[src/hw/rtl/crcsum_pkg.sv]
package crcsum_pkg;

    localparam logic [31:0] CRC_POLY     = 32'hEDB88320;
    localparam logic [15:0] SKIP_LO      = 16'd14;
    localparam logic [15:0] SKIP_HI      = 16'd15;
    localparam logic [15:0] POS_MAX      = 16'hFFFF;
    localparam logic [15:0] CRC_LEN_RST  = 16'd4092;
    localparam logic [15:0] SUM_LEN_RST  = 16'd4096;
    localparam int          APB_AW       = 3;
    localparam int          APB_DW       = 32;

    typedef enum logic [0:0] {
        REG_CRC_LENGTH = 1'b0,
        REG_SUM_LENGTH = 1'b1
    } reg_idx_t;

    typedef logic [7:0]  data_byte_t;
    typedef logic [31:0] crc_t;
    typedef logic [15:0] sum_t;

    function automatic crc_t crc_byte(input crc_t c_in, input data_byte_t b);
        crc_t c;
        c = c_in ^ {24'd0, b};
        for (int k = 0; k < 8; k++)
        begin
            if (c[0])
            begin
                c = (c >> 1) ^ CRC_POLY;
            end
            else
            begin
                c = c >> 1;
            end
        end
        return c;
    endfunction

endpackage

[src/hw/rtl/crcsum_in_if.sv]
interface crcsum_in_if;
    import crcsum_pkg::*;

    logic       valid;
    logic       ready;
    data_byte_t data_byte;
    logic       last_byte;

    modport source (output valid, output data_byte, output last_byte, input ready);
    modport sink   (input valid, input data_byte, input last_byte, output ready);
endinterface

[src/hw/rtl/crcsum_out_if.sv]
interface crcsum_out_if;
    import crcsum_pkg::*;

    logic valid;
    logic ready;
    crc_t crc_value;
    sum_t weighted_sum;

    modport source (output valid, output crc_value, output weighted_sum, input ready);
    modport sink   (input valid, input crc_value, input weighted_sum, output ready);
endinterface

[src/hw/rtl/config_record_checksum_core.sv]
// Settings record checker: takes one record byte per word on byte_in and keeps a reflected
// CRC-32 (poly 0xEDB88320, start 0, inverted on output) over the first crc_length bytes and a
// 16-bit position-weighted sum over the first sum_length bytes, skipping positions 14 and 15.
// A word with last_byte set produces one result word carrying both values and clears the
// running state. One byte is taken every cycle unless the pipe stalls; each byte passes the
// input register, then the unrolled byte-wide CRC step and 8x16 multiply-add into the result
// register. The pipe only stalls when a finished result is still waiting on result_out and
// another last byte arrives. Lengths are set over APB at 0x0 (crc_length) and 0x4 (sum_length).
module config_record_checksum_core (
    input  logic                           clk,
    input  logic                           rst_n,
    crcsum_in_if.sink                      byte_in,
    crcsum_out_if.source                   result_out,
    input  logic                           psel,
    input  logic                           penable,
    input  logic                           pwrite,
    input  logic [crcsum_pkg::APB_AW-1:0]  paddr,
    input  logic [crcsum_pkg::APB_DW-1:0]  pwdata,
    output logic [crcsum_pkg::APB_DW-1:0]  prdata,
    output logic                           pready
);
    import crcsum_pkg::*;

    sum_t       crc_len_reg;
    sum_t       sum_len_reg;
    reg_idx_t   reg_idx;
    logic       cfg_wr;

    logic       s1_valid_reg;
    data_byte_t s1_data_reg;
    logic       s1_last_reg;

    sum_t       pos_reg;
    sum_t       pos_next;
    crc_t       crc_reg;
    crc_t       crc_next;
    sum_t       sum_reg;
    sum_t       sum_next;

    logic       out_valid_reg;
    crc_t       out_crc_reg;
    sum_t       out_sum_reg;

    logic       out_free;
    logic       s1_fire;
    logic       in_fire;
    logic [23:0] product;

    assign pready  = 1'b1;
    assign reg_idx = reg_idx_t'(paddr[2]);
    assign cfg_wr  = psel && penable && pwrite;

    always_comb
    begin
        case (reg_idx)
            REG_CRC_LENGTH: prdata = {16'd0, crc_len_reg};
            REG_SUM_LENGTH: prdata = {16'd0, sum_len_reg};
            default:        prdata = '0;
        endcase
    end

    always_ff @(posedge clk or negedge rst_n)
    begin
        if (!rst_n)
        begin
            crc_len_reg <= CRC_LEN_RST;
            sum_len_reg <= SUM_LEN_RST;
        end
        else if (cfg_wr)
        begin
            case (reg_idx)
                REG_CRC_LENGTH: crc_len_reg <= pwdata[15:0];
                REG_SUM_LENGTH: sum_len_reg <= pwdata[15:0];
                default:        ;
            endcase
        end
    end

    // a last byte needs the result register; ordinary bytes never wait
    assign out_free      = !out_valid_reg || result_out.ready;
    assign s1_fire       = s1_valid_reg && (!s1_last_reg || out_free);
    assign byte_in.ready = !s1_valid_reg || s1_fire;
    assign in_fire       = byte_in.valid && byte_in.ready;

    always_ff @(posedge clk or negedge rst_n)
    begin
        if (!rst_n)
        begin
            s1_valid_reg <= 1'b0;
        end
        else if (byte_in.ready)
        begin
            s1_valid_reg <= byte_in.valid;
        end
    end

    always_ff @(posedge clk)
    begin
        if (in_fire)
        begin
            s1_data_reg <= byte_in.data_byte;
            s1_last_reg <= byte_in.last_byte;
        end
    end

    assign product = s1_data_reg * (pos_reg + 16'd1);

    always_comb
    begin
        crc_next = crc_reg;
        sum_next = sum_reg;
        pos_next = pos_reg;
        if (pos_reg < crc_len_reg)
        begin
            crc_next = crc_byte(crc_reg, s1_data_reg);
        end
        if ((pos_reg < sum_len_reg) && (pos_reg != SKIP_LO) && (pos_reg != SKIP_HI))
        begin
            sum_next = sum_reg + product[15:0];
        end
        if (pos_reg != POS_MAX)
        begin
            pos_next = pos_reg + 16'd1;
        end
    end

    always_ff @(posedge clk or negedge rst_n)
    begin
        if (!rst_n)
        begin
            pos_reg <= '0;
            crc_reg <= '0;
            sum_reg <= '0;
        end
        else if (s1_fire)
        begin
            if (s1_last_reg)
            begin
                pos_reg <= '0;
                crc_reg <= '0;
                sum_reg <= '0;
            end
            else
            begin
                pos_reg <= pos_next;
                crc_reg <= crc_next;
                sum_reg <= sum_next;
            end
        end
    end

    always_ff @(posedge clk or negedge rst_n)
    begin
        if (!rst_n)
        begin
            out_valid_reg <= 1'b0;
        end
        else if (s1_fire && s1_last_reg)
        begin
            out_valid_reg <= 1'b1;
        end
        else if (result_out.ready)
        begin
            out_valid_reg <= 1'b0;
        end
    end

    always_ff @(posedge clk)
    begin
        if (s1_fire && s1_last_reg)
        begin
            out_crc_reg <= ~crc_next;
            out_sum_reg <= sum_next;
        end
    end

    assign result_out.valid        = out_valid_reg;
    assign result_out.crc_value    = out_crc_reg;
    assign result_out.weighted_sum = out_sum_reg;

`ifndef ASSERT_OFF
    a_clear_after_last: assert property (@(posedge clk) disable iff (!rst_n)
        (s1_fire && s1_last_reg) |=> (pos_reg == '0 && crc_reg == '0 && sum_reg == '0))
        else $error("running state not cleared after last byte");

    a_result_from_last: assert property (@(posedge clk) disable iff (!rst_n)
        $rose(out_valid_reg) |-> $past(s1_fire && s1_last_reg))
        else $error("result appeared without a last byte");

    a_pos_step: assert property (@(posedge clk) disable iff (!rst_n)
        (s1_fire && !s1_last_reg && pos_reg != POS_MAX) |=> pos_reg == $past(pos_reg) + 16'd1)
        else $error("byte position did not advance");

    a_no_overwrite: assert property (@(posedge clk) disable iff (!rst_n)
        (out_valid_reg && !result_out.ready) |-> !(s1_fire && s1_last_reg))
        else $error("pending result overwritten");
`endif

endmodule
[src/flat_wrapper.sv]
// flat-port wrapper written by rule: the top's interface ports become plain ports
module config_record_checksum_core_flat import crcsum_pkg::*;
  (clk, rst_n, psel, penable, pwrite, paddr, pwdata, prdata, pready, byte_in_valid, byte_in_data_byte, byte_in_last_byte, byte_in_ready, result_out_valid, result_out_crc_value, result_out_weighted_sum, result_out_ready);
  crcsum_in_if byte_in_i ();
  crcsum_out_if result_out_i ();
  input  logic clk;
  input  logic rst_n;
  input  logic psel;
  input  logic penable;
  input  logic pwrite;
  input  logic [crcsum_pkg::APB_AW-1:0] paddr;
  input  logic [crcsum_pkg::APB_DW-1:0] pwdata;
  output logic [crcsum_pkg::APB_DW-1:0] prdata;
  output logic pready;
  input wire logic [$bits(byte_in_i.valid)-1:0] byte_in_valid;
  input wire logic [$bits(byte_in_i.data_byte)-1:0] byte_in_data_byte;
  input wire logic [$bits(byte_in_i.last_byte)-1:0] byte_in_last_byte;
  output wire logic [$bits(byte_in_i.ready)-1:0] byte_in_ready;
  output wire logic [$bits(result_out_i.valid)-1:0] result_out_valid;
  output wire logic [$bits(result_out_i.crc_value)-1:0] result_out_crc_value;
  output wire logic [$bits(result_out_i.weighted_sum)-1:0] result_out_weighted_sum;
  input wire logic [$bits(result_out_i.ready)-1:0] result_out_ready;
  assign byte_in_i.valid = byte_in_valid;
  assign byte_in_i.data_byte = byte_in_data_byte;
  assign byte_in_i.last_byte = byte_in_last_byte;
  assign byte_in_ready = byte_in_i.ready;
  assign result_out_valid = result_out_i.valid;
  assign result_out_crc_value = result_out_i.crc_value;
  assign result_out_weighted_sum = result_out_i.weighted_sum;
  assign result_out_i.ready = result_out_ready;
  config_record_checksum_core u_core (.clk(clk), .rst_n(rst_n), .byte_in(byte_in_i), .result_out(result_out_i), .psel(psel), .penable(penable), .pwrite(pwrite), .paddr(paddr), .pwdata(pwdata), .prdata(prdata), .pready(pready));
endmodule
[config.mk]
export PLATFORM = sky130hd
export DESIGN_NAME = config_record_checksum_core_flat
export DESIGN_NICKNAME = d
export VERILOG_FILES = /design/src/hw/rtl/crcsum_pkg.sv /design/src/hw/rtl/crcsum_in_if.sv /design/src/hw/rtl/crcsum_out_if.sv /design/src/hw/rtl/config_record_checksum_core.sv /design/src/flat_wrapper.sv
export SDC_FILE = /design/constraint.sdc
export NUM_CORES = 1
export LEC_CHECK = 0
export CAP_MARGIN = 15
export CORE_MARGIN = 3
export CORE_UTILIZATION = 30
export DETAILED_ROUTE_END_ITERATION = 10
export DONT_BUFFER_PORTS = 1
export REMOVE_ABC_BUFFERS = 1
export SYNTH_ARGS = -nofsm -noshare
export SYNTH_HDL_FRONTEND = slang
export SYNTH_SLANG_ARGS = --single-unit
[constraint.sdc]
create_clock -name clk -period 13.24 [get_ports clk]
set_input_delay 0.662 -clock clk [delete_from_list [all_inputs] [get_ports clk]]
set_output_delay 0.662 -clock clk [all_outputs]
set_load 0.05 [all_outputs]
### Word level (Yosys, flattened, before mapping)

Index checks and enable logic that the tools add are counted.

| cells by class | value |
|---|---|
| equality and inequality tests | 3 |
| muxes and demuxes | 24 |
| $lt $le $gt $ge | 2 |
| multipliers | 1 |
| $add $sub $neg | 3 |
| bitwise gates (word level) | 11 |
| reduce and logical (&&, ||, !) cells | 18 |

Operators with widths:

| operator | number |
|---|---|
| 2-to-1 mux 32 bit | 17 |
| NOT 13 -> 14 bit | 8 |
| 2-to-1 mux 16 bit | 4 |
| case mux 32 bit (2 select lines) | 1 |
| less-than comparator 16 bit | 2 |
| inequality test 16 x 4 -> 1 bit (second input constant) | 2 |
| NOT 32 bit | 1 |
| bitwise XOR 32 x 8 -> 32 bit | 1 |
| multiplier 8 x 24 -> 16 bit | 1 |
| adder 16 x 1 -> 17 bit (second input constant) | 1 |
| adder 16 x 1 -> 16 bit (second input constant) | 1 |
| adder 16 bit | 1 |
| inequality test 16 bit (second input constant) | 1 |
| logical AND 1 bit | 7 |
| AND reduction 2 bit | 3 |
| nonzero test 2 bit | 2 |
| zero test 1 bit | 3 |
| logical OR 1 bit | 3 |
| 2-to-1 mux 1 bit | 2 |
| NOT 1 bit | 1 |

| word-level totals | value |
|---|---|
| bits of input ports | 51 |
| bits in registers | 155 |

### Logic depth before layout (Yosys ltp)

| logic depth | value |
|---|---|
| depth after elaboration | 26 |
| gate-level depth with buffers | 21 |
| depth with buffers taken out | 20 |

### Worst setup path before layout

OpenSTA, ideal clock, no wires.

| path | value |
|---|---|
| path type | reg2reg |
| start | register u_core.pos_reg[1] |
| end | register u_core.out_sum_reg[15], in the netlist u_core.result_out.weighted_sum[15] (data pin) |
| path buffers | 0 |
| path slack | 7,399 ps |
| required time | 12,980 ps |
| data arrival time | 5,581 ps |
| cell stages (with the launch flop) | 21 |
| cell sequence | dfrtp_1 ha_1 nand3_2 nor2_1 xor2_1 nand2_1 fa_1 inv_1 fa_1 fa_1 inv_1 fa_1 inv_1 ha_1 o21ai_0 nand2b_1 a31oi_1 nand2_1 a221oi_1 xnor3_1 mux2_2 |

| between the ends | value |
|---|---|
| longest elaborated chain between the ends | 4 |

RTL lines:

| item | line | text |
|---|---|---|
| start: declaration | config_record_checksum_core.sv:33 | `sum_t pos_reg;` |
| start signal: assignment | config_record_checksum_core.sv:145 | `pos_reg <= pos_next;` |
| adder 16 x 1 -> 17 bit, or another cell as far along | config_record_checksum_core.sv:106 | `assign product = s1_data_reg * (pos_reg + 16'd1);` |
| multiplier 8 x 24 -> 16 bit or logical AND 1 bit (tied branches) | config_record_checksum_core.sv:106, config_record_checksum_core.sv:117 |  |
| adder 16 bit or logical AND 1 bit (tied branches) | config_record_checksum_core.sv:119, config_record_checksum_core.sv:117 |  |
| 2-to-1 mux 16 bit (*) | config_record_checksum_core.sv:117 | `if ((pos_reg < sum_len_reg) && (pos_reg != SKIP_LO) && (pos_reg != SKIP_HI))` |
| named net u_core.sum_next[15] | config_record_checksum_core.sv:38 | `sum_t sum_next;` |
| end signal: assignment | config_record_checksum_core.sv:173 | `out_sum_reg <= sum_next;` |
| end: declaration | config_record_checksum_core.sv:42 | `sum_t out_sum_reg;` |

Mark *: on every way through the listed nets, which the timed path passes. The rest lies on a longest branch.
A chain may end at the register's enable or synchronous reset.

### Final worst setup path

| path | value |
|---|---|
| start | register u_core.pos_reg[0] |
| end | register u_core.out_sum_reg[15], in the netlist u_core.result_out.weighted_sum[15] (data pin) |

The elaborated chain is that of the path after synthesis.

==> impl_metrics.csv <==
group,metric,value,unit
sta,worstMarginPinSlew,1.13,ns
logic_synthesis,ys.flop_type,"dfrtp_1",
logic_synthesis,synth_edf_count,57,
floorplanning,dieArea,39700,um^2
drt,routed_wl,25.7,mm
final_layout,finalNetCount,1191,
logic_synthesis,synthMuxAreaShare,7.68,%
final_layout,multiInputGateArea,6240,um^2
sta,post-route-period-util,53.8,%
cts,clock_sinks,155,
sta,fin_crit,7.13,ns
final_layout,regArea,4180,um^2
job,max-cap-violations,0,
logic_synthesis,synth_top_family_by_area,"adder cells",
final_layout,area_growth,8.81,%
grt,grt_usage,13.3,%
cts,cts_resized,0,
logic_synthesis,synth-simple-area-share,9.57,%
logic_synthesis,ys_ff_latch,155,
setup_path,cp_max_fo,15,
cts,clk_latency,0.44,ns
logic_synthesis,ys_seq_area_share,37.3,%
pwr,ir_worst_vdd,0.0000931,V
drt,vias,7154,
setup_path,setup.worst_path.end_class,"register",
logic_synthesis,syn_area,11200,um^2
logic_synthesis,ys_warn_count,0,
pwr,power-per-cell-area,216,nW/um^2
grt,grt_overflow,0,
cts,path_clk_slew,0.07,ns
grt,first_global_vias,7347,
grt,grt_pass1_wl,41.3,mm
setup_path,slowest_stage,"xnor2_1",
logic_synthesis,synthXorXnorAreaFrac,8.97,%
sta,setup_viol,0,
cts,numCtsBuffers,17,
pwr,totalPowerFinal,2.64,mW
drt,drcViolationCount,0,
logic_synthesis,synth-compound-area-share,9.02,%
pwr,pwr-share-comb,42.5,%
setup_path,critPathLaunchType,"register",
drt,drt_first_iter_violations,427,
logic_synthesis,syn_inst,1030,
sta,setup_tns,0,ns
setup_path,path_cells,"ha_1, nand3_2, xnor2_1, nand2_1, fa_1, inv_1, fa_1, ha_1, inv_1, fa_1, inv_1, fa_1, a21o_1, a21oi_1, o21ai_0, a31oi_1, nand2_1, a221oi_1, xnor3_1, mux2_2",
floorplanning,placementRows,70,
final_layout,drive_above_1_share,11.0,%
setup_path,worstPathArrival,7.32,ns
pwr,power_leakage,5.61,nW
cts,clock_path_buffers,2,
logic_synthesis,async_flop_share,63.2,%
drt,routedWlPerCell,17.3,um
floorplanning,initial_core_util,30.5,%
logic_synthesis,post_synth_num_cell_types,60,
pwr,swShare,43.5,%
sta,grt_setup_unrepaired,"false",
sta,slew_headroom,24.5,%
drt,vias_per_cell,4.80,
sta,skew,0.0193,ns
pwr,p_switching,1.15,mW
final_layout,utilization,33.2,%
pwr,pwr-share-seq,39.0,%
floorplanning,dieWidth,199,um
setup_path,r2r_start,"u_core.pos_reg[0]$_DFFE_PN0P_",
sta,finalMaxSlewViolations,0,
cts,tritoncts,"yes",
grt,antenna_found_initial,2,
cts,h-tree-depth,4,
pwr,clkPwrFrac,18.4,%
final_layout,final_cell_mix,"inv_1, nand2_1, dfrtp_1, xnor2_1, fa_1",
min_path,hold_path_class,"in -> async",
placement,pre_cts_slack,6.08,ns
setup_path,cp_common_cell,"fa_1",
sta,setup_ws,6.11,ns
final_layout,insertedDiodeCount,0,
final_layout,fillers,3672,
pwr,p_int,1.49,mW
placement,dpl.hpwl,18.5,mm
logic_synthesis,synthAdderAreaFrac,19.7,%
placement,place_congestion,0.822,
placement,io_buffers,0,
cts,cts-root-buf,"clkbuf_16",
drt,drt-pass1-iter-count,4,
cts,post_cts_buffers,0,
floorplanning,io_pins,134,
setup_path,critPathMaxStageDelay,0.77,ns
final_layout,final_common_cell,"inv_1",
sta,max_freq,140,MHz
run_status,status,"complete, no violations",
drt,detail-route-antenna-nets,0,
setup_path,cp-startpoint,"u_core.pos_reg[0]$_DFFE_PN0P_",
sta,hold_slack,0.0716,ns
floorplanning,fp.dieH,199,um
sta,hold_violations,0,
setup_path,path_class,"reg -> reg",
setup_path,required,13.43,ns
logic_synthesis,syn_avg_cell_area,10.9,um^2
grt,grt_max_degree,88,
floorplanning,core_area,36700,um^2
final cells by class:
class / instances / area share [%]
Clock buffer: 19 / 3.63
Tap cell: 468 / 4.80
Clock inverter: 13 / 1.09
Multi-Input combinational cell: 682 / 51.2
Inverter: 148 / 4.56
Timing Repair Buffer: 5 / 0.472
Sequential cell: 155 / 34.3
cell families after synthesis:
logic type / after synthesis
xor gates and xnor gates: 109
buffers and inverters: 208
AOI/OAI and AO/OA: 137
other: 2
muxes: 80
DFF: 155
and+or+nand+nor: 207
adders and majority gates: 132
metal layers:
metal	share of wire [%]	GRT usage (%)
met3	4.9	3.25
met1	47	18.1
met4	1.5	3.62
met2	47	21.3
met5	0.16	0
power groups by stage:
stage / Combinational (mW) / Clock, mW / Sequential [mW]
2_1_floorplan: 0.904 / 0 / 1.01
3_3_place_gp: 1.10 / 0 / 1.04
3_5_place_dp: 1.12 / 0 / 1.04
4_1_cts: 1.14 / 0.501 / 1.03
5_1_grt: 1.27 / 0.521 / 1.05
6_report: 1.12 / 0.487 / 1.03
what timing repair did:
action,4_1_cts,5_1_grt
setup endpoints to repair,0,0
endpoints found under the hold margin,87,0
hold buffers,1,0
synth_stat cells, types with 25 or more instances:
library cell	number	area, um^2
inv_1	148	556
nand2_1	95	357
dfrtp_1	87	2180
xnor2_1	80	701
fa_1	74	1480
edfxtp_1	57	1710
ha_1	57	713
mux2_2	48	541
o21ai_0	39	195
a32o_1	32	320
mux2i_1	32	320
and2_1	29	181
clkbuf_1	25	93.8
final timing paths:
| kind | end | slack, ns | depth (start not counted) |
|---|---|---|---|
| max in group asynchronous | u_core.crc_reg[17]$_DFFE_PN0P_ | 12.69 | 1 |
| worst max-delay path | u_core.result_out.weighted_sum[15]$_DFFE_PP_ | 6.11 | 20 |
| min in group clk | u_core.s1_data_reg[0]$_DFFE_PP_ | 0.32 | 0 |
| worst min register to register | u_core.crc_len_reg[13]$_DFFE_PN0P_ | 0.50 | 1 |
| worst min-delay path | u_core.crc_len_reg[2]$_DFFE_PN1P_ | 0.07 | 0 |
| worst max register to register | u_core.result_out.weighted_sum[15]$_DFFE_PP_ | 6.11 | 20 |
critical path, delay by kind of cell, from the launching register on:
kind / cells / cell delay (ns)
AOI/OAI and AO/OA: 5 / 1.33
DFF: 1 / 0.74
and+or+nand+nor: 3 / 0.53
xor gates and xnor gates: 2 / 1.25
muxes: 1 / 0.27
buffers and inverters: 3 / 0.16
adders and majority gates: 6 / 2.59
through the flow:
step	std cells	area, um^2
floorplan	985	11000
global placement	1457	11600
detailed placement	1457	11600
CTS	1490	12200
global route	1490	12200
finish	1490	12200
Note: power is estimated with default switching activity, not from simulation.
